--- config.mk ---
export PLATFORM = sky130hd
export DESIGN_NAME = rsm_ctrl
export DESIGN_NICKNAME = d
export VERILOG_FILES = /design/src/rsm_pkg.sv /design/src/rsm_ctrl.sv
export SDC_FILE = /design/constraint.sdc
export NUM_CORES = 1
export LEC_CHECK = 0
export ABC_CLOCK_PERIOD_IN_PS = 3930
export BUFFER_PORTS_ARGS = -buffer_cell sky130_fd_sc_hd__buf_4
export CAP_MARGIN = 0
export CORE_MARGIN = 4
export CORE_UTILIZATION = 47
export DETAILED_ROUTE_END_ITERATION = 10
export PLACE_DENSITY = 0.93
export SYNTH_ARGS = -nofsm -noshare
export SYNTH_HDL_FRONTEND = slang
export SYNTH_SLANG_ARGS = --single-unit
--- constraint.sdc ---
create_clock -name clk -period 3.93 [get_ports clk]
set_clock_uncertainty 0.15 [all_clocks]
set_input_delay 0.1965 -clock clk [delete_from_list [all_inputs] [get_ports clk]]
set_output_delay 0.1965 -clock clk [all_outputs]
set_load 0.01 [all_outputs]
--- src/rsm_pkg.sv ---
package rsm_pkg;

    localparam int SAMPLE_DEPTH = 4096;
    localparam int MIX_DEPTH    = 4096;
    localparam int SMP_AW       = $clog2(SAMPLE_DEPTH);
    localparam int MIX_AW       = $clog2(MIX_DEPTH);

    // hits per slot during a gap fill: up to 2^32 / MIX_DEPTH, plus one
    localparam int CNT_W        = 32 - MIX_AW + 1;
    localparam int MIX_PROD_W   = CNT_W + 1 + 9;

    localparam int KIND_W       = 3;
    localparam int ADDR_W       = 12;
    localparam int VAL_W        = 8;
    localparam int TIME_W       = 32;
    localparam int LEN_W        = 13;
    localparam int IN_RATE_W    = 32;
    localparam int OUT_RATE_W   = 16;
    localparam int CFG_IDX_W    = 1;
    localparam int CFG_DATA_W   = 32;

    localparam int STEP_W       = 48;
    localparam int DIV_N_W      = 96;
    localparam int DIV_D_W      = 48;
    localparam int DIV_Q_W      = 64;
    localparam int DIV_CNT_W    = $clog2(DIV_N_W + 1);

    localparam logic [KIND_W-1:0] KIND_LOAD    = 3'd0;
    localparam logic [KIND_W-1:0] KIND_RUN     = 3'd1;
    localparam logic [KIND_W-1:0] KIND_WRITE   = 3'd2;
    localparam logic [KIND_W-1:0] KIND_READ    = 3'd3;
    localparam logic [KIND_W-1:0] KIND_FLUSH   = 3'd4;
    localparam logic [KIND_W-1:0] KIND_RESTART = 3'd5;

    localparam logic REPLY_STATUS = 1'b0;
    localparam logic REPLY_READ   = 1'b1;

    localparam logic [CFG_IDX_W-1:0] CFG_IN_RATE  = 1'b0;
    localparam logic [CFG_IDX_W-1:0] CFG_OUT_RATE = 1'b1;

    localparam logic [IN_RATE_W-1:0]  IN_RATE_RST  = 32'd1458473891;
    localparam logic [OUT_RATE_W-1:0] OUT_RATE_RST = 16'd22050;
    localparam logic [VAL_W-1:0]      SILENCE      = 8'h80;

    typedef struct packed {
        logic latch;
        logic smp_we;
        logic mix_wr;
        logic mix_rd;
        logic flush;
        logic restart;
        logic div_step;
        logic step_save;
        logic gap_a;
        logic gap_b;
        logic gap_rd;
        logic gap_wr;
        logic gap_end;
        logic delta;
        logic mul_step;
        logic loop_rd;
        logic loop_wr;
        logic fin;
        logic div_fx1;
        logic q1_save;
        logic div_fx2;
        logic start_upd;
        logic held_rd;
        logic held_wr;
        logic clr_step;
        logic reply_load;
        logic reply_read;
    } rsm_cmd_t;

    typedef struct packed {
        logic [KIND_W-1:0] kind;
        logic              gap;
        logic              gap_more;
        logic              mul_last;
        logic              loop_more;
        logic              fin_done;
        logic              div_done;
        logic              clr_done;
        logic              out_free;
    } rsm_stat_t;

endpackage

--- src/rsm_ctrl.sv ---
module rsm_ctrl
    import rsm_pkg::*;
(
    input  logic      clk,
    input  logic      rst_n,
    input  logic      item_valid,
    output logic      item_ready,
    input  rsm_stat_t stat,
    output rsm_cmd_t  cmd
);
    localparam logic [4:0] S_CLR      = 5'd0;
    localparam logic [4:0] S_IDLE     = 5'd1;
    localparam logic [4:0] S_DISP     = 5'd2;
    localparam logic [4:0] S_RD_REPLY = 5'd3;
    localparam logic [4:0] S_STEP     = 5'd4;
    localparam logic [4:0] S_GAP_A    = 5'd5;
    localparam logic [4:0] S_GAP_B    = 5'd6;
    localparam logic [4:0] S_GAP_CHK  = 5'd7;
    localparam logic [4:0] S_GAP_RD   = 5'd8;
    localparam logic [4:0] S_GAP_WR   = 5'd9;
    localparam logic [4:0] S_GAP_END  = 5'd10;
    localparam logic [4:0] S_DELTA    = 5'd11;
    localparam logic [4:0] S_MUL      = 5'd12;
    localparam logic [4:0] S_LOOP_CHK = 5'd13;
    localparam logic [4:0] S_LOOP_RD  = 5'd14;
    localparam logic [4:0] S_LOOP_WR  = 5'd15;
    localparam logic [4:0] S_FIN      = 5'd16;
    localparam logic [4:0] S_DIV1     = 5'd17;
    localparam logic [4:0] S_DIV2     = 5'd18;
    localparam logic [4:0] S_HELD_RD  = 5'd19;
    localparam logic [4:0] S_HELD_WR  = 5'd20;
    localparam logic [4:0] S_RUN_REPLY = 5'd21;

    logic [4:0] state_reg;
    logic [4:0] state_next;

    always_ff @(posedge clk or negedge rst_n)
    begin
        if (!rst_n)
            state_reg <= S_CLR;
        else
            state_reg <= state_next;
    end

    assign item_ready = (state_reg == S_IDLE);

    always_comb
    begin
        cmd        = '0;
        state_next = state_reg;
        case (state_reg)
            S_CLR:
            begin
                if (stat.clr_done)
                    state_next = S_IDLE;
                else
                    cmd.clr_step = 1'b1;
            end
            S_IDLE:
            begin
                if (item_valid)
                begin
                    cmd.latch  = 1'b1;
                    state_next = S_DISP;
                end
            end
            S_DISP:
            begin
                state_next = S_IDLE;
                case (stat.kind)
                    KIND_LOAD:    cmd.smp_we = 1'b1;
                    KIND_WRITE:   cmd.mix_wr = 1'b1;
                    KIND_FLUSH:   cmd.flush = 1'b1;
                    KIND_RESTART: cmd.restart = 1'b1;
                    KIND_READ:
                    begin
                        cmd.mix_rd = 1'b1;
                        state_next = S_RD_REPLY;
                    end
                    KIND_RUN:
                    begin
                        cmd.div_step = 1'b1;
                        state_next   = S_STEP;
                    end
                    default:      state_next = S_IDLE;
                endcase
            end
            S_RD_REPLY:
            begin
                if (stat.out_free)
                begin
                    cmd.reply_load = 1'b1;
                    cmd.reply_read = 1'b1;
                    state_next     = S_IDLE;
                end
            end
            S_STEP:
            begin
                if (stat.div_done)
                begin
                    cmd.step_save = 1'b1;
                    state_next    = S_GAP_A;
                end
            end
            S_GAP_A:
            begin
                cmd.gap_a  = 1'b1;
                state_next = S_GAP_B;
            end
            S_GAP_B:
            begin
                if (stat.gap)
                begin
                    cmd.gap_b  = 1'b1;
                    state_next = S_GAP_CHK;
                end
                else
                    state_next = S_DELTA;
            end
            S_GAP_CHK:  state_next = stat.gap_more ? S_GAP_RD : S_GAP_END;
            S_GAP_RD:
            begin
                cmd.gap_rd = 1'b1;
                state_next = S_GAP_WR;
            end
            S_GAP_WR:
            begin
                cmd.gap_wr = 1'b1;
                state_next = S_GAP_CHK;
            end
            S_GAP_END:
            begin
                cmd.gap_end = 1'b1;
                state_next  = S_DELTA;
            end
            S_DELTA:
            begin
                cmd.delta  = 1'b1;
                state_next = S_MUL;
            end
            S_MUL:
            begin
                cmd.mul_step = 1'b1;
                if (stat.mul_last)
                    state_next = S_LOOP_CHK;
            end
            S_LOOP_CHK: state_next = stat.loop_more ? S_LOOP_RD : S_FIN;
            S_LOOP_RD:
            begin
                cmd.loop_rd = 1'b1;
                state_next  = S_LOOP_WR;
            end
            S_LOOP_WR:
            begin
                cmd.loop_wr = 1'b1;
                state_next  = S_LOOP_CHK;
            end
            S_FIN:
            begin
                cmd.fin = 1'b1;
                if (stat.fin_done)
                begin
                    cmd.div_fx1 = 1'b1;
                    state_next  = S_DIV1;
                end
                else
                    state_next = S_RUN_REPLY;
            end
            S_DIV1:
            begin
                if (stat.div_done)
                begin
                    cmd.q1_save = 1'b1;
                    cmd.div_fx2 = 1'b1;
                    state_next  = S_DIV2;
                end
            end
            S_DIV2:
            begin
                if (stat.div_done)
                begin
                    cmd.start_upd = 1'b1;
                    state_next    = S_HELD_RD;
                end
            end
            S_HELD_RD:
            begin
                cmd.held_rd = 1'b1;
                state_next  = S_HELD_WR;
            end
            S_HELD_WR:
            begin
                cmd.held_wr = 1'b1;
                state_next  = S_RUN_REPLY;
            end
            S_RUN_REPLY:
            begin
                if (stat.out_free)
                begin
                    cmd.reply_load = 1'b1;
                    state_next     = S_IDLE;
                end
            end
            default:    state_next = S_IDLE;
        endcase
    end
endmodule

---- Word level (Yosys, flattened, before mapping) ----
Index checks and enable logic that the tools add are counted.
storage, ports and cells
  output and inout bits ................... 28
  register bits ........................... 5
cells by class
  equality and inequality tests ........... 33
  multiplexer cells ....................... 47
  reduce and logical (&&, ||, !) cells .... 4
operators by type and width
  cell                                                                      number
  5-bit case mux with 21 select lines                                       1
  5-bit by 4-bit equality test with 1-bit output (second input constant)    8
  5-bit two-way mux                                                         8
  5-bit equality test (second input constant)                               6
  1-bit two-way mux                                                         28
  5-bit by 3-bit equality test with 1-bit output (second input constant)    4
  2-bit inequality test (second input constant)                             6
  5-bit by 2-bit equality test with 1-bit output (second input constant)    2
  2-bit two-way mux                                                         5
  7-bit AND reduction                                                       1
  3-bit by 2-bit equality test with 1-bit output (second input constant)    2
  3-bit equality test (second input constant)                               2
  6-bit two-way mux                                                         1
  3-bit case mux with 2 select lines                                        1
  5-bit by 1-bit equality test with 1-bit output (second input constant)    1
  5-bit zero test                                                           1
  4-bit two-way mux                                                         1
  3-bit by 1-bit equality test with 1-bit output (second input constant)    1
  3-bit zero test                                                           1
  3-bit two-way mux                                                         1
  2-bit by 1-bit inequality test with 1-bit output (second input constant)  1
  1-bit case mux with 2 select lines                                        1
  2-bit OR reduction                                                        1

---- Logic depth before layout (Yosys ltp) ----
Gate-level depths: netlist of run 1.
  depth after elaboration ................. 4
  gate-level depth with buffers ........... 7
  mapped depth without buffers ............ 5

---- Worst setup path before layout of run 1 ----
OpenSTA, ideal clock, no wires.
  path kind ............................... register to register
  start point ............................. register state_reg[2]
  end point ............................... register state_reg[2]
  setup time .............................. 121 ps
  period minus slack after synthesis ...... 1891 ps
  cell stages (with the launch flop) ...... 7
  data required time ...................... 3659 ps
  arrival time ............................ 1620 ps
  buffers on the path ..................... 1
  setup slack ............................. 2039 ps
  cells stage by stage .................... dfrtp_1 -> or3_1 -> buf_2 -> or3_4 -> o2111ai_2 -> nor2_2 -> a22o_1
between the ends
  longest elaborated chain between the ends .. 4
  elaborated cells on any way between the ends .. 32
  classes of those cells .................. eq/ne: 28; mux: 1; reduce/logical: 3
ends and longest elaborated chain
  element                                                                                       line            text
  from (decl)                                                                                   rsm_ctrl.sv:34  logic [4:0] state_reg;
  from (signal assigned)                                                                        rsm_ctrl.sv:42  state_reg <= state_next;
  5-bit equality test / 5-bit by 2-bit equality test with 1-bit output (equally long branches)  rsm_ctrl.sv:51  case (state_reg)
  2-bit OR reduction (no line)                                                                  n/a
  2-bit by 1-bit inequality test with 1-bit output (no line)                                    n/a
  7-bit AND reduction (no line)                                                                 n/a
Parallel ways exist; a longest one is shown, timed or not.
A chain may end at the register's enable or synchronous reset.

==> impl_metrics.prom, run 1 <==
# TYPE chip_impl_metric gauge
chip_impl_metric{name="fin_hold_ws",unit="ns"} 0.139
chip_impl_metric{name="swShare",unit="%"} 52.2
chip_impl_metric{name="yosysSeqAreaShare",unit="%"} 16.2
chip_impl_metric{name="synthCells",unit=""} 117
chip_impl_metric{name="sinks_on_clock_net",unit=""} 5
chip_impl_metric{name="drc",unit=""} 0
chip_impl_metric{name="grtUsageTotal",unit="%"} 21.2
chip_impl_metric{name="drv_slew",unit=""} 0
chip_impl_metric{name="place.detailed.hpwl",unit="mm"} 2.03
chip_impl_metric{name="setup_viol",unit=""} 0
chip_impl_metric{name="worst_ir_drop_vdd",unit="mV"} 0.364
chip_impl_metric{name="first_global_vias",unit=""} 968
chip_impl_metric{name="syn-mean-instance-area",unit="µm²"} 6.60
chip_impl_metric{name="grt_first_pass_wirelength",unit="mm"} 4.22
chip_impl_metric{name="async_reset_ff_share",unit="%"} 100
chip_impl_metric{name="flow.area_growth_from_synthesis",unit="%"} 41.2
chip_impl_metric{name="initial_utilization",unit="%"} 50.7
chip_impl_info{name="synth_area_leader",value="sky130_fd_sc_hd__dfrtp_1"} 1
chip_impl_metric{name="synth-edff-count",unit=""} 0
chip_impl_metric{name="cts_max_path_buffers",unit=""} 2
chip_impl_metric{name="drive_gt1_share",unit="%"} 31.4
chip_impl_metric{name="internal_power",unit="W"} 0.000293
chip_impl_metric{name="grt_max_degree",unit=""} 22
chip_impl_metric{name="count_of_antenna_violating_nets_left_after_detailed_routing",unit=""} 0
chip_impl_metric{name="worst_skew_pair.late_latency",unit="ns"} 0.24
chip_impl_metric{name="die_w",unit="µm"} 48.5
chip_impl_metric{name="post_syn_nets",unit=""} 131
chip_impl_info{name="outcome",value="completed"} 1
chip_impl_metric{name="grt_overflow",unit=""} 0
chip_impl_metric{name="post_route_cell_area",unit="mm²"} 0.00109
chip_impl_info{name="r2r-end",value="state_reg[2]"} 1
chip_impl_metric{name="postCtsSetupRepairBufs",unit=""} 0
chip_impl_metric{name="combined_area_of_all_synthesized_cells",unit="µm²"} 772
chip_impl_info{name="synth.area.top_cells",value="sky130_fd_sc_hd__dfrtp_1, sky130_fd_sc_hd__nor2_1, sky130_fd_sc_hd__nand2b_1"} 1
chip_impl_metric{name="crit_required",unit="ns"} 3.58
chip_impl_metric{name="power.sequential.fraction",unit="%"} 24.9
chip_impl_metric{name="routability_congestion_estimate_from_global_placement",unit=""} 0.867
chip_impl_metric{name="worstRegToRegCells",unit=""} 5
chip_impl_info{name="cp-start-kind",value="flip-flop"} 1
chip_impl_info{name="ys.flop_type",value="sky130_fd_sc_hd__dfrtp_1"} 1
chip_impl_info{name="critical_path.reg2reg.startpoint",value="state_reg[0]"} 1
chip_impl_metric{name="worst_setup_hold_path_clk_slew",unit="ns"} 0.04
chip_impl_metric{name="synth_top_area_share",unit="%"} 16.2
chip_impl_metric{name="drtIter0Drc",unit=""} 40
chip_impl_metric{name="power.share.combinational",unit="%"} 65.6
chip_impl_info{name="critPathLaunch",value="state_reg[3]"} 1
chip_impl_metric{name="final.period_utilization",unit="%"} 61.6
chip_impl_metric{name="pwr-share-clk",unit="%"} 9.5
chip_impl_info{name="clock-root-buffer",value="sky130_fd_sc_hd__clkbuf_4"} 1
chip_impl_metric{name="power_density",unit="mW/mm²"} 563
chip_impl_info{name="timing.critical_path.to",value="cmd[25]"} 1
chip_impl_metric{name="cts-htree-levels",unit=""} 1
chip_impl_metric{name="fillCellCount",unit=""} 131
chip_impl_metric{name="cts-buffers-inserted",unit=""} 3
chip_impl_info{name="synthTopCellsByCount",value="sky130_fd_sc_hd__nor2_1, sky130_fd_sc_hd__nand2_1, sky130_fd_sc_hd__nor3_1"} 1
chip_impl_metric{name="r2r_slack",unit="ns"} 1.70
chip_impl_metric{name="leakagePower",unit="nW"} 0.514
chip_impl_metric{name="worst_slew_margin_rel",unit="%"} 61.7
chip_impl_metric{name="ff_latch_area",unit="µm²"} 125
chip_impl_metric{name="multi_input_comb_area",unit="µm²"} 586
chip_impl_metric{name="fmax",unit="MHz"} 413
chip_impl_metric{name="rows",unit=""} 14
chip_impl_metric{name="drt-vias-per-instance",unit=""} 6.01
chip_impl_metric{name="cap_viol_max_count",unit=""} 0
chip_impl_metric{name="die_area",unit="mm²"} 0.00236
chip_impl_metric{name="max_slew.worst_pin.slew",unit="ns"} 0.574
chip_impl_metric{name="drt-pass1-iter-count",unit=""} 4
chip_impl_info{name="crit_path_end_kind",value="output pin"} 1
chip_impl_info{name="cts_tree",value="built"} 1
chip_impl_metric{name="largest_register_ffs",unit=""} 5
chip_impl_info{name="timing_worst_setup_path_type",value="flip-flop to output pin"} 1
chip_impl_metric{name="final_core_utilization",unit="%"} 71.5
chip_impl_metric{name="antenna_found_initial",unit=""} 0
chip_impl_metric{name="placement.cell_area",unit="mm²"} 0.00105
chip_impl_metric{name="chipHeight",unit="µm"} 48.5
chip_impl_metric{name="net-switching-power",unit="W"} 0.000320
chip_impl_metric{name="totalNegativeSetupSlack",unit="ns"} 0
chip_impl_metric{name="io_buffer_count",unit=""} 41
chip_impl_metric{name="critical_path.max_fanout",unit=""} 21
chip_impl_metric{name="netlist-cell-type-count",unit=""} 41
chip_impl_metric{name="boundaryPins",unit=""} 42
chip_impl_metric{name="nets",unit=""} 168
chip_impl_info{name="holdCritPathClass",value="primary input to async pin"} 1
chip_impl_metric{name="n_antenna_cell",unit=""} 0
chip_impl_metric{name="worstPathArrival",unit="ns"} 2.07
chip_impl_metric{name="final-hold-violation-count",unit=""} 0
chip_impl_info{name="post-synth-top-count-cell",value="sky130_fd_sc_hd__nor2_1"} 1
chip_impl_metric{name="core_area",unit="mm²"} 0.00152
chip_impl_info{name="unrepaired_setup_endpoints_after_global_routing",value="false"} 1
chip_impl_metric{name="yosys_warnings",unit=""} 0
chip_impl_metric{name="post_drt_wl_per_cell",unit="µm"} 15.2
chip_impl_metric{name="synth-seq-cells",unit=""} 5
chip_impl_metric{name="wirelength",unit="mm"} 2.57
chip_impl_metric{name="routed-via-count",unit=""} 1015
chip_impl_metric{name="final.min_clock_period",unit="ns"} 2.42
## worst max-delay path, cell delays in order (launching register included)
cell,delay (ns)
sky130_fd_sc_hd__dfrtp_1,0.58
sky130_fd_sc_hd__or3_1,0.55
sky130_fd_sc_hd__or3_4,0.41
sky130_fd_sc_hd__nor3_1,0.14
sky130_fd_sc_hd__buf_4,0.15
## logic make-up (layout without fill, tap and decap cells)
logic type | count (synthesis) | in the layout | synth area share (%)
compound gates | 25 | 25 | 24.0
buf+inv | 14 | 50 | 7.94
flops | 5 | 5 | 16.2
mux | 1 | 1 | 1.30
simple gates | 72 | 72 | 50.6
## power by group through the flow
stage	Sequential (W)	Combinational (W)	Clock (W)
after floorplan	0.0000863	0.000343	0
after global placement	0.000146	0.000383	0
after detailed placement	0.000151	0.000396	0
after CTS	0.000149	0.000398	0.0000610
after global routing	0.000162	0.000442	0.0000688
final	0.000153	0.000402	0.0000583
## what timing repair did
item,in CTS,in global routing
hold buffers,1,0
hold endpoints to repair,5,0
resized for setup,0,0
## final cells by class
cell class | instances | area share [%]
well taps | 16 | 1.84
repair buffers | 42 | 29.2
clock buffers | 4 | 2.41
multi-input cells | 98 | 53.7
inverters | 4 | 1.38
flip-flops and latches | 5 | 11.5
## routing by layer
metal / global-route usage [%] / wire length, µm / vias to the layer above
li1: - / - / 492
met1: 26.3 / 1040 / 470
met4: 7.17 / 27 / 0
met2: 35.7 / 1320 / 51
met3: 4.91 / 182 / 2
met5: 0 / 0 / -
## worst min path at each step
stage / from / to / slack (ns) / cells after the start
finish: rst_n / state_reg[4] / 0.14 / 2
global route: rst_n / state_reg[1] / 0.14 / 2
CTS: rst_n / state_reg[1] / 0.14 / 2
detailed placement: rst_n / state_reg[3] / -0.15 / 1
global placement: rst_n / state_reg[3] / -0.15 / 1
floorplan: rst_n / state_reg[0] / -0.25 / 0
## layout by cell type (no fill, tap or decap), types with 2 or more instances in the layout
cell type                    n
sky130_fd_sc_hd__a21oi_1     4
sky130_fd_sc_hd__and2_1      2
sky130_fd_sc_hd__and3_1      2
sky130_fd_sc_hd__buf_4      41
sky130_fd_sc_hd__clkbuf_4    3
sky130_fd_sc_hd__dfrtp_1     5
sky130_fd_sc_hd__inv_1       4
sky130_fd_sc_hd__nand2_1    10
sky130_fd_sc_hd__nand2b_1    9
sky130_fd_sc_hd__nor2_1     22
sky130_fd_sc_hd__nor2b_1     2
sky130_fd_sc_hd__nor3_1     10
sky130_fd_sc_hd__o21ai_0     3
sky130_fd_sc_hd__o21bai_1    2
sky130_fd_sc_hd__o22ai_1     3
sky130_fd_sc_hd__o2bb2ai_1   2
sky130_fd_sc_hd__o31ai_1     2
sky130_fd_sc_hd__or3_1       2
sky130_fd_sc_hd__or3_4       2
## through the flow
| stage | worst slack (ns) | power, W | instances |
|---|---|---|---|
| after floorplan | 2.04 | 0.000429 | 117 |
| after global placement | 1.81 | 0.000529 | 164 |
| after detailed placement | 1.75 | 0.000546 | 164 |
| after CTS | 1.52 | 0.000609 | 169 |
| after global routing | 1.37 | 0.000673 | 169 |
| final | 1.51 | 0.000614 | 169 |
No activity file was read; power rests on OpenSTA's default activity.
==> inputs of run 2 (changes only) <==
--- a/config.mk
+++ b/config.mk
@@ -5,13 +5,13 @@
 export SDC_FILE = /design/constraint.sdc
 export NUM_CORES = 1
 export LEC_CHECK = 0
-export ABC_CLOCK_PERIOD_IN_PS = 3930
+export ABC_CLOCK_PERIOD_IN_PS = 2400
 export BUFFER_PORTS_ARGS = -buffer_cell sky130_fd_sc_hd__buf_4
 export CAP_MARGIN = 0
 export CORE_MARGIN = 4
-export CORE_UTILIZATION = 47
+export CORE_UTILIZATION = 44
 export DETAILED_ROUTE_END_ITERATION = 10
-export PLACE_DENSITY = 0.93
+export PLACE_DENSITY = 0.88
 export SYNTH_ARGS = -nofsm -noshare
 export SYNTH_HDL_FRONTEND = slang
 export SYNTH_SLANG_ARGS = --single-unit
==> constraint.sdc (replaced) <==
create_clock -name clk -period 2.4 [get_ports clk]
set_clock_uncertainty 0.15 [all_clocks]
set_input_delay 0.12 -clock clk [delete_from_list [all_inputs] [get_ports clk]]
set_output_delay 0.12 -clock clk [all_outputs]
set_load 0.01 [all_outputs]
==> impl_metrics.prom, run 2 (synthesized netlist as in run 1, its figures left out) <==
# TYPE chip_impl_metric gauge
chip_impl_info{name="outcome",value="completed"} 1
chip_impl_metric{name="post_route_cell_area",unit="mm²"} 0.00111
chip_impl_metric{name="largest_register_ffs",unit=""} 5
chip_impl_info{name="cp-start-kind",value="flip-flop"} 1
chip_impl_metric{name="drt-pass1-iter-count",unit=""} 4
chip_impl_metric{name="post_drt_wl_per_cell",unit="µm"} 15.2
chip_impl_metric{name="n_antenna_cell",unit=""} 0
chip_impl_info{name="final_common_cell",value="sky130_fd_sc_hd__buf_4"} 1
chip_impl_metric{name="grt_overflow",unit=""} 0
chip_impl_metric{name="totalNegativeSetupSlack",unit="ns"} 0
chip_impl_metric{name="chipHeight",unit="µm"} 49.9
chip_impl_metric{name="nets",unit=""} 171
chip_impl_metric{name="internal_power",unit="W"} 0.000502
chip_impl_metric{name="boundaryPins",unit=""} 42
chip_impl_metric{name="postCtsSetupRepairBufs",unit=""} 0
chip_impl_info{name="unrepaired_setup_endpoints_after_global_routing",value="false"} 1
chip_impl_metric{name="rows",unit=""} 14
chip_impl_metric{name="placement.cell_area",unit="mm²"} 0.00108
chip_impl_info{name="clock-root-buffer",value="sky130_fd_sc_hd__clkbuf_4"} 1
chip_impl_metric{name="drt-vias-per-instance",unit=""} 6.04
chip_impl_metric{name="antenna_found_initial",unit=""} 0
chip_impl_metric{name="count_of_antenna_violating_nets_left_after_detailed_routing",unit=""} 0
chip_impl_metric{name="drv_slew",unit=""} 0
chip_impl_metric{name="first_global_vias",unit=""} 908
chip_impl_info{name="path_cells",value="or3_1, or3_4, nor3_1, buf_4"} 1
chip_impl_metric{name="max_slew.worst_pin.slew",unit="ns"} 0.463
chip_impl_metric{name="die_area",unit="mm²"} 0.00249
chip_impl_metric{name="io_buffer_count",unit=""} 41
chip_impl_metric{name="grt_max_degree",unit=""} 21
chip_impl_info{name="timing_worst_setup_path_type",value="flip-flop to output pin"} 1
chip_impl_info{name="crit_path_end_kind",value="output pin"} 1
chip_impl_metric{name="total_power",unit="W"} 0.00102
chip_impl_metric{name="crit_required",unit="ns"} 2.13
chip_impl_metric{name="r2r_slack",unit="ns"} 0.22
chip_impl_metric{name="core_area",unit="mm²"} 0.00158
chip_impl_info{name="layout_common_cells",value="sky130_fd_sc_hd__buf_4, sky130_fd_sc_hd__nor2_1, sky130_fd_sc_hd__nor3_1, sky130_fd_sc_hd__nand2_1, sky130_fd_sc_hd__nand2b_1"} 1
chip_impl_metric{name="wirelength",unit="mm"} 2.61
chip_impl_metric{name="critPathBufInv",unit=""} 1
chip_impl_metric{name="setup_slack",unit="ns"} 0.108
chip_impl_metric{name="fmax",unit="MHz"} 436
chip_impl_metric{name="worst_skew_pair.late_latency",unit="ns"} 0.24
chip_impl_metric{name="grt_first_pass_wirelength",unit="mm"} 4.14
chip_impl_metric{name="initial_utilization",unit="%"} 49.0
chip_impl_metric{name="leakagePower",unit="nW"} 0.530
chip_impl_metric{name="power_density",unit="mW/mm²"} 920
chip_impl_metric{name="power.share.combinational",unit="%"} 70.5
chip_impl_metric{name="critical_path.max_fanout",unit=""} 17
chip_impl_metric{name="cts-htree-levels",unit=""} 1
chip_impl_metric{name="flow.area_growth_from_synthesis",unit="%"} 44.1
chip_impl_metric{name="cts_max_path_buffers",unit=""} 2
chip_impl_metric{name="die_w",unit="µm"} 49.9
chip_impl_metric{name="setup_viol",unit=""} 0
chip_impl_metric{name="final-hold-violation-count",unit=""} 0
chip_impl_metric{name="worst_slew_margin_rel",unit="%"} 69.1
chip_impl_metric{name="holdBufCountCts",unit=""} 1
chip_impl_info{name="cts_tree",value="built"} 1
chip_impl_metric{name="routed-via-count",unit=""} 1039
chip_impl_metric{name="sinks_on_clock_net",unit=""} 5
chip_impl_metric{name="place.detailed.hpwl",unit="mm"} 2.09
chip_impl_info{name="holdCritPathClass",value="primary input to async pin"} 1
chip_impl_metric{name="fillCellCount",unit=""} 132
chip_impl_metric{name="cpPeakStageDelay",unit="ns"} 0.53
chip_impl_metric{name="cap_viol_max_count",unit=""} 0
chip_impl_metric{name="power.sequential.fraction",unit="%"} 20.0
chip_impl_metric{name="worst_ir_drop_vdd",unit="mV"} 0.583
chip_impl_info{name="worst_path_max_delay_cell",value="sky130_fd_sc_hd__dfrtp_1"} 1
chip_impl_metric{name="dpl_worst_slack",unit="ns"} 0.262
chip_impl_metric{name="drive_gt1_share",unit="%"} 32.7
chip_impl_metric{name="routability_congestion_estimate_from_global_placement",unit=""} 0.862
chip_impl_metric{name="cts-buffers-inserted",unit=""} 3
chip_impl_metric{name="swShare",unit="%"} 51.0
chip_impl_metric{name="net-switching-power",unit="W"} 0.000522
chip_impl_metric{name="drtIter0Drc",unit=""} 37
chip_impl_info{name="timing.critical_path.max_delay_family",value="simple AND/OR/NAND/NOR gates"} 1
chip_impl_metric{name="grtUsageTotal",unit="%"} 20.8
chip_impl_metric{name="cts.repair.resized",unit=""} 0
chip_impl_metric{name="drc",unit=""} 0
chip_impl_metric{name="worst_setup_hold_path_clk_slew",unit="ns"} 0.05
chip_impl_metric{name="final.min_clock_period",unit="ns"} 2.29
chip_impl_metric{name="final.period_utilization",unit="%"} 95.5
chip_impl_metric{name="pwr-share-clk",unit="%"} 9.5
chip_impl_metric{name="worstPathArrival",unit="ns"} 2.02
run 2: final timing paths:
kind | from | to | cells after the start
worst min-delay path | rst_n | state_reg[2] | 2
worst min register to register | state_reg[4] | state_reg[4] | 2
min in group clk | stat[7] | state_reg[3] | 4
worst max register to register | state_reg[2] | state_reg[2] | 5
max in group asynchronous | rst_n | state_reg[1] | 2
worst max-delay path | state_reg[2] | cmd[25] | 4
run 2: cell type report:
type,count,area [µm²],share of cell area [%]
flip-flops and latches,5,125,11.2
well taps,16,20.0,1.80
multi-input cells,98,586,52.6
inverters,4,15.0,1.35
repair buffers,45,340,30.6
clock buffers,4,26.3,2.36
run 2: per-layer routing:
layer | GRT usage, % | vias up | part of all wire (%)
met3 | 1.51 | 4 | 8.7
met2 | 37.0 | 64 | 51
met1 | 27.1 | 473 | 40
met4 | 4.15 | 0 | 0.38
met5 | 0 | - | 0
li1 | - | 498 | -
run 2: per-stage QoR:
step | std cells | utilization, % | hold WS (ns)
floorplan | 117 | - | -0.326
finish | 172 | 70.6 | 0.0914
detailed placement | 167 | 68.3 | -0.226
CTS | 172 | 70.6 | 0.0776
global placement | 167 | 68.3 | -0.229
global route | 172 | 70.6 | 0.0888
run 2: power groups by stage:
| stage | Combinational, W | Clock (W) | Sequential [W] |
|---|---|---|---|
| CTS | 0.000716 | 0.0000993 | 0.000198 |
| global placement | 0.000695 | 0 | 0.000197 |
| floorplan | 0.000561 | 0 | 0.000141 |
| global route | 0.000789 | 0.000104 | 0.000214 |
| detailed placement | 0.000713 | 0 | 0.000200 |
| finish | 0.000722 | 0.0000969 | 0.000204 |
==> inputs of run 3 (changes only) <==
--- a/config.mk
+++ b/config.mk
@@ -5,12 +5,14 @@
 export SDC_FILE = /design/constraint.sdc
 export NUM_CORES = 1
 export LEC_CHECK = 0
+export ABC_AREA = 1
 export ABC_CLOCK_PERIOD_IN_PS = 2400
 export BUFFER_PORTS_ARGS = -buffer_cell sky130_fd_sc_hd__buf_4
 export CAP_MARGIN = 0
 export CORE_MARGIN = 4
-export CORE_UTILIZATION = 44
+export CORE_UTILIZATION = 46
 export DETAILED_ROUTE_END_ITERATION = 10
+export HOLD_SLACK_MARGIN = 0.08
 export PLACE_DENSITY = 0.88
 export SYNTH_ARGS = -nofsm -noshare
 export SYNTH_HDL_FRONTEND = slang
==> impl_metrics.prom, run 3 <==
# TYPE chip_impl_metric gauge
chip_impl_metric{name="antenna_found_initial",unit=""} 0
chip_impl_metric{name="worst_slew_margin_rel",unit="%"} 73.9
chip_impl_metric{name="routability_congestion_estimate_from_global_placement",unit=""} 0.994
chip_impl_metric{name="fmax",unit="MHz"} 502
chip_impl_metric{name="pwr-share-clk",unit="%"} 7.9
chip_impl_metric{name="boundaryPins",unit=""} 42
chip_impl_metric{name="final.min_clock_period",unit="ns"} 1.99
chip_impl_metric{name="nets",unit=""} 220
chip_impl_metric{name="power.share.combinational",unit="%"} 75.2
chip_impl_metric{name="post_syn_nets",unit=""} 174
chip_impl_metric{name="worst_skew_pair.late_latency",unit="ns"} 0.24
chip_impl_metric{name="fin_hold_ws",unit="ns"} 0.0912
chip_impl_info{name="cts_tree",value="built"} 1
chip_impl_metric{name="cap_viol_max_count",unit=""} 0
chip_impl_info{name="unrepaired_setup_endpoints_after_global_routing",value="false"} 1
chip_impl_info{name="critical_path.reg2reg.startpoint",value="state_reg[4]"} 1
chip_impl_info{name="final_common_cell",value="sky130_fd_sc_hd__buf_4"} 1
chip_impl_info{name="crit_path_end_kind",value="output pin"} 1
chip_impl_metric{name="die_w",unit="µm"} 51.9
chip_impl_metric{name="n_antenna_cell",unit=""} 0
chip_impl_info{name="outcome",value="completed"} 1
chip_impl_metric{name="cts_max_path_buffers",unit=""} 2
chip_impl_metric{name="syn-mean-instance-area",unit="µm²"} 5.53
chip_impl_metric{name="net-switching-power",unit="W"} 0.000709
chip_impl_metric{name="grt_first_pass_wirelength",unit="mm"} 4.69
chip_impl_metric{name="drt-pass1-iter-count",unit=""} 4
chip_impl_metric{name="final.period_utilization",unit="%"} 83.0
chip_impl_metric{name="cts-htree-levels",unit=""} 1
chip_impl_metric{name="drive_gt1_share",unit="%"} 38.0
chip_impl_metric{name="synth_top_area_share",unit="%"} 15.7
chip_impl_metric{name="grt_overflow",unit=""} 0
chip_impl_info{name="r2r-end",value="state_reg[0]"} 1
chip_impl_metric{name="combined_area_of_all_synthesized_cells",unit="µm²"} 885
chip_impl_metric{name="critical_path.max_fanout",unit=""} 8
chip_impl_metric{name="internal_power",unit="W"} 0.000505
chip_impl_metric{name="synth-seq-cells",unit=""} 5
chip_impl_metric{name="setup_viol",unit=""} 0
chip_impl_info{name="timing_worst_setup_path_type",value="flip-flop to output pin"} 1
chip_impl_metric{name="post_drt_wl_per_cell",unit="µm"} 12.4
chip_impl_metric{name="drv_slew",unit=""} 0
chip_impl_info{name="post-synth-top-count-cell",value="sky130_fd_sc_hd__nand2_1"} 1
chip_impl_metric{name="power.sequential.fraction",unit="%"} 16.9
chip_impl_metric{name="power_density",unit="mW/mm²"} 964
chip_impl_metric{name="drtIter0Drc",unit=""} 71
chip_impl_metric{name="totalNegativeSetupSlack",unit="ns"} 0
chip_impl_metric{name="wirelength",unit="mm"} 2.85
chip_impl_metric{name="rows",unit=""} 15
chip_impl_info{name="synth.area.top_cells",value="sky130_fd_sc_hd__nand2_1, sky130_fd_sc_hd__dfrtp_1, sky130_fd_sc_hd__inv_1"} 1
chip_impl_metric{name="synthCells",unit=""} 160
chip_impl_metric{name="chipHeight",unit="µm"} 51.9
chip_impl_metric{name="swShare",unit="%"} 58.4
chip_impl_metric{name="synth-edff-count",unit=""} 0
chip_impl_metric{name="cts-buffers-inserted",unit=""} 3
chip_impl_metric{name="grt_max_degree",unit=""} 11
chip_impl_metric{name="largest_register_ffs",unit=""} 5
chip_impl_metric{name="first_global_vias",unit=""} 1112
chip_impl_metric{name="grtUsageTotal",unit="%"} 22.3
chip_impl_metric{name="r2r_slack",unit="ns"} 0.67
chip_impl_metric{name="place.detailed.hpwl",unit="mm"} 2.36
chip_impl_info{name="synthTopCellsByCount",value="sky130_fd_sc_hd__nand2_1, sky130_fd_sc_hd__inv_1, sky130_fd_sc_hd__nor2_1"} 1
chip_impl_metric{name="worstPathArrival",unit="ns"} 1.72
chip_impl_info{name="timing.hold.worst.start",value="stat[4]"} 1
chip_impl_metric{name="final-hold-violation-count",unit=""} 0
chip_impl_metric{name="async_reset_ff_share",unit="%"} 100
chip_impl_info{name="ys.flop_type",value="sky130_fd_sc_hd__dfrtp_1"} 1
chip_impl_metric{name="drt-vias-per-instance",unit=""} 5.20
chip_impl_metric{name="hold_path_depth",unit=""} 3
chip_impl_info{name="layout_common_cells",value="sky130_fd_sc_hd__buf_4, sky130_fd_sc_hd__nand2_1, sky130_fd_sc_hd__inv_1, sky130_fd_sc_hd__nor2_1, sky130_fd_sc_hd__nand3_1"} 1
chip_impl_metric{name="crit_required",unit="ns"} 2.13
chip_impl_metric{name="die_area",unit="mm²"} 0.00269
chip_impl_info{name="synth_area_leader",value="sky130_fd_sc_hd__nand2_1"} 1
chip_impl_info{name="hold_end",value="state_reg[3]"} 1
chip_impl_metric{name="sinks_on_clock_net",unit=""} 5
chip_impl_info{name="clock-root-buffer",value="sky130_fd_sc_hd__clkbuf_4"} 1
chip_impl_metric{name="netlist-cell-type-count",unit=""} 23
chip_impl_info{name="holdCritPathClass",value="primary input to flip-flop"} 1
chip_impl_metric{name="flow.area_growth_from_synthesis",unit="%"} 42.4
chip_impl_metric{name="yosys_warnings",unit=""} 0
chip_impl_metric{name="drc",unit=""} 0
chip_impl_info{name="cp-start-kind",value="flip-flop"} 1
chip_impl_metric{name="yosysSeqAreaShare",unit="%"} 14.1
chip_impl_metric{name="worst_setup_hold_path_clk_slew",unit="ns"} 0.04
chip_impl_metric{name="routed-via-count",unit=""} 1197
chip_impl_metric{name="core_area",unit="mm²"} 0.00178
chip_impl_metric{name="worst_ir_drop_vdd",unit="mV"} 0.621
chip_impl_metric{name="io_buffer_count",unit=""} 41
chip_impl_metric{name="max_slew.worst_pin.slew",unit="ns"} 0.391
chip_impl_metric{name="count_of_antenna_violating_nets_left_after_detailed_routing",unit=""} 0
chip_impl_metric{name="initial_utilization",unit="%"} 49.6
chip_impl_metric{name="leakagePower",unit="nW"} 0.777
chip_impl_metric{name="worstRegToRegCells",unit=""} 9
[run 3: metrics by stage]
step,utilization (%),instance area (µm²),instances,setup slack [ns],total power (W)
final,70.7,1260,230,0.409,0.00121
after detailed placement,67.5,1200,223,0.696,0.00110
after floorplan,-,885,160,0.822,0.000851
after CTS,70.7,1260,230,0.443,0.00120
after global routing,70.7,1260,230,0.341,0.00133
after global placement,67.5,1200,223,0.782,0.00108
[run 3: logic make-up (layout without fill, tap and decap cells)]
| kind of cell | count (synthesis) | in the layout | synth area share, % |
|---|---|---|---|
| simple gates | 111 | 111 | 63.4 |
| compound gates | 9 | 9 | 6.08 |
| buf+inv | 35 | 80 | 16.4 |
| flops | 5 | 5 | 14.1 |
[run 3: timing repair]
action | in CTS | in global routing
resized for setup | 0 | 0
setup buffers | 0 | 0
endpoints found under the hold margin | 6 | 0
endpoints found under the setup margin | 0 | 0
hold buffers | 3 | 0
[run 3: cell type report]
| type | instances | area, µm² |
|---|---|---|
| Timing Repair Buffer | 44 | 338 |
| Sequential cell | 5 | 125 |
| Inverter | 32 | 125 |
| Multi-Input combinational cell | 120 | 614 |
| Fill cell | 163 | 523 |
| Tap cell | 25 | 31.3 |
| Clock buffer | 4 | 26.3 |
[run 3: power by group through the flow]
stage	Sequential, W	Clock, W	Combinational (W)
after floorplan	0.000169	0	0.000682
after global placement	0.000202	0	0.000880
after detailed placement	0.000204	0	0.000895
after CTS	0.000204	0.0000986	0.000902
after global routing	0.000215	0.000101	0.00102
final	0.000205	0.0000958	0.000913
[run 3: worst max-delay path by stage]
stage / start / slack (ns) / endpoint
global placement: state_reg[1] / 0.78 / state_reg[0]
CTS: state_reg[2] / 0.44 / cmd[22]
floorplan: state_reg[2] / 0.82 / cmd[21]
finish: state_reg[2] / 0.41 / cmd[22]
global route: state_reg[2] / 0.34 / cmd[22]
detailed placement: state_reg[2] / 0.70 / cmd[22]
[run 3: layer usage]
metal  GRT usage, %  routed length (µm)  up-vias
met5              0                   0        -
met4           6.99                  63        0
met3           4.01                 260       10
met2           40.2                1440       70
met1           26.3                1090      533
li1               -                   -      584
[run 3: worst max-delay path: stages, from the launching register on]
cell                      delay (ns)
sky130_fd_sc_hd__dfrtp_1        0.47
sky130_fd_sc_hd__nor2_4         0.22
sky130_fd_sc_hd__nand2_4        0.11
sky130_fd_sc_hd__nor2_2         0.17
sky130_fd_sc_hd__inv_2          0.09
sky130_fd_sc_hd__nor4_1         0.24
sky130_fd_sc_hd__buf_4          0.19
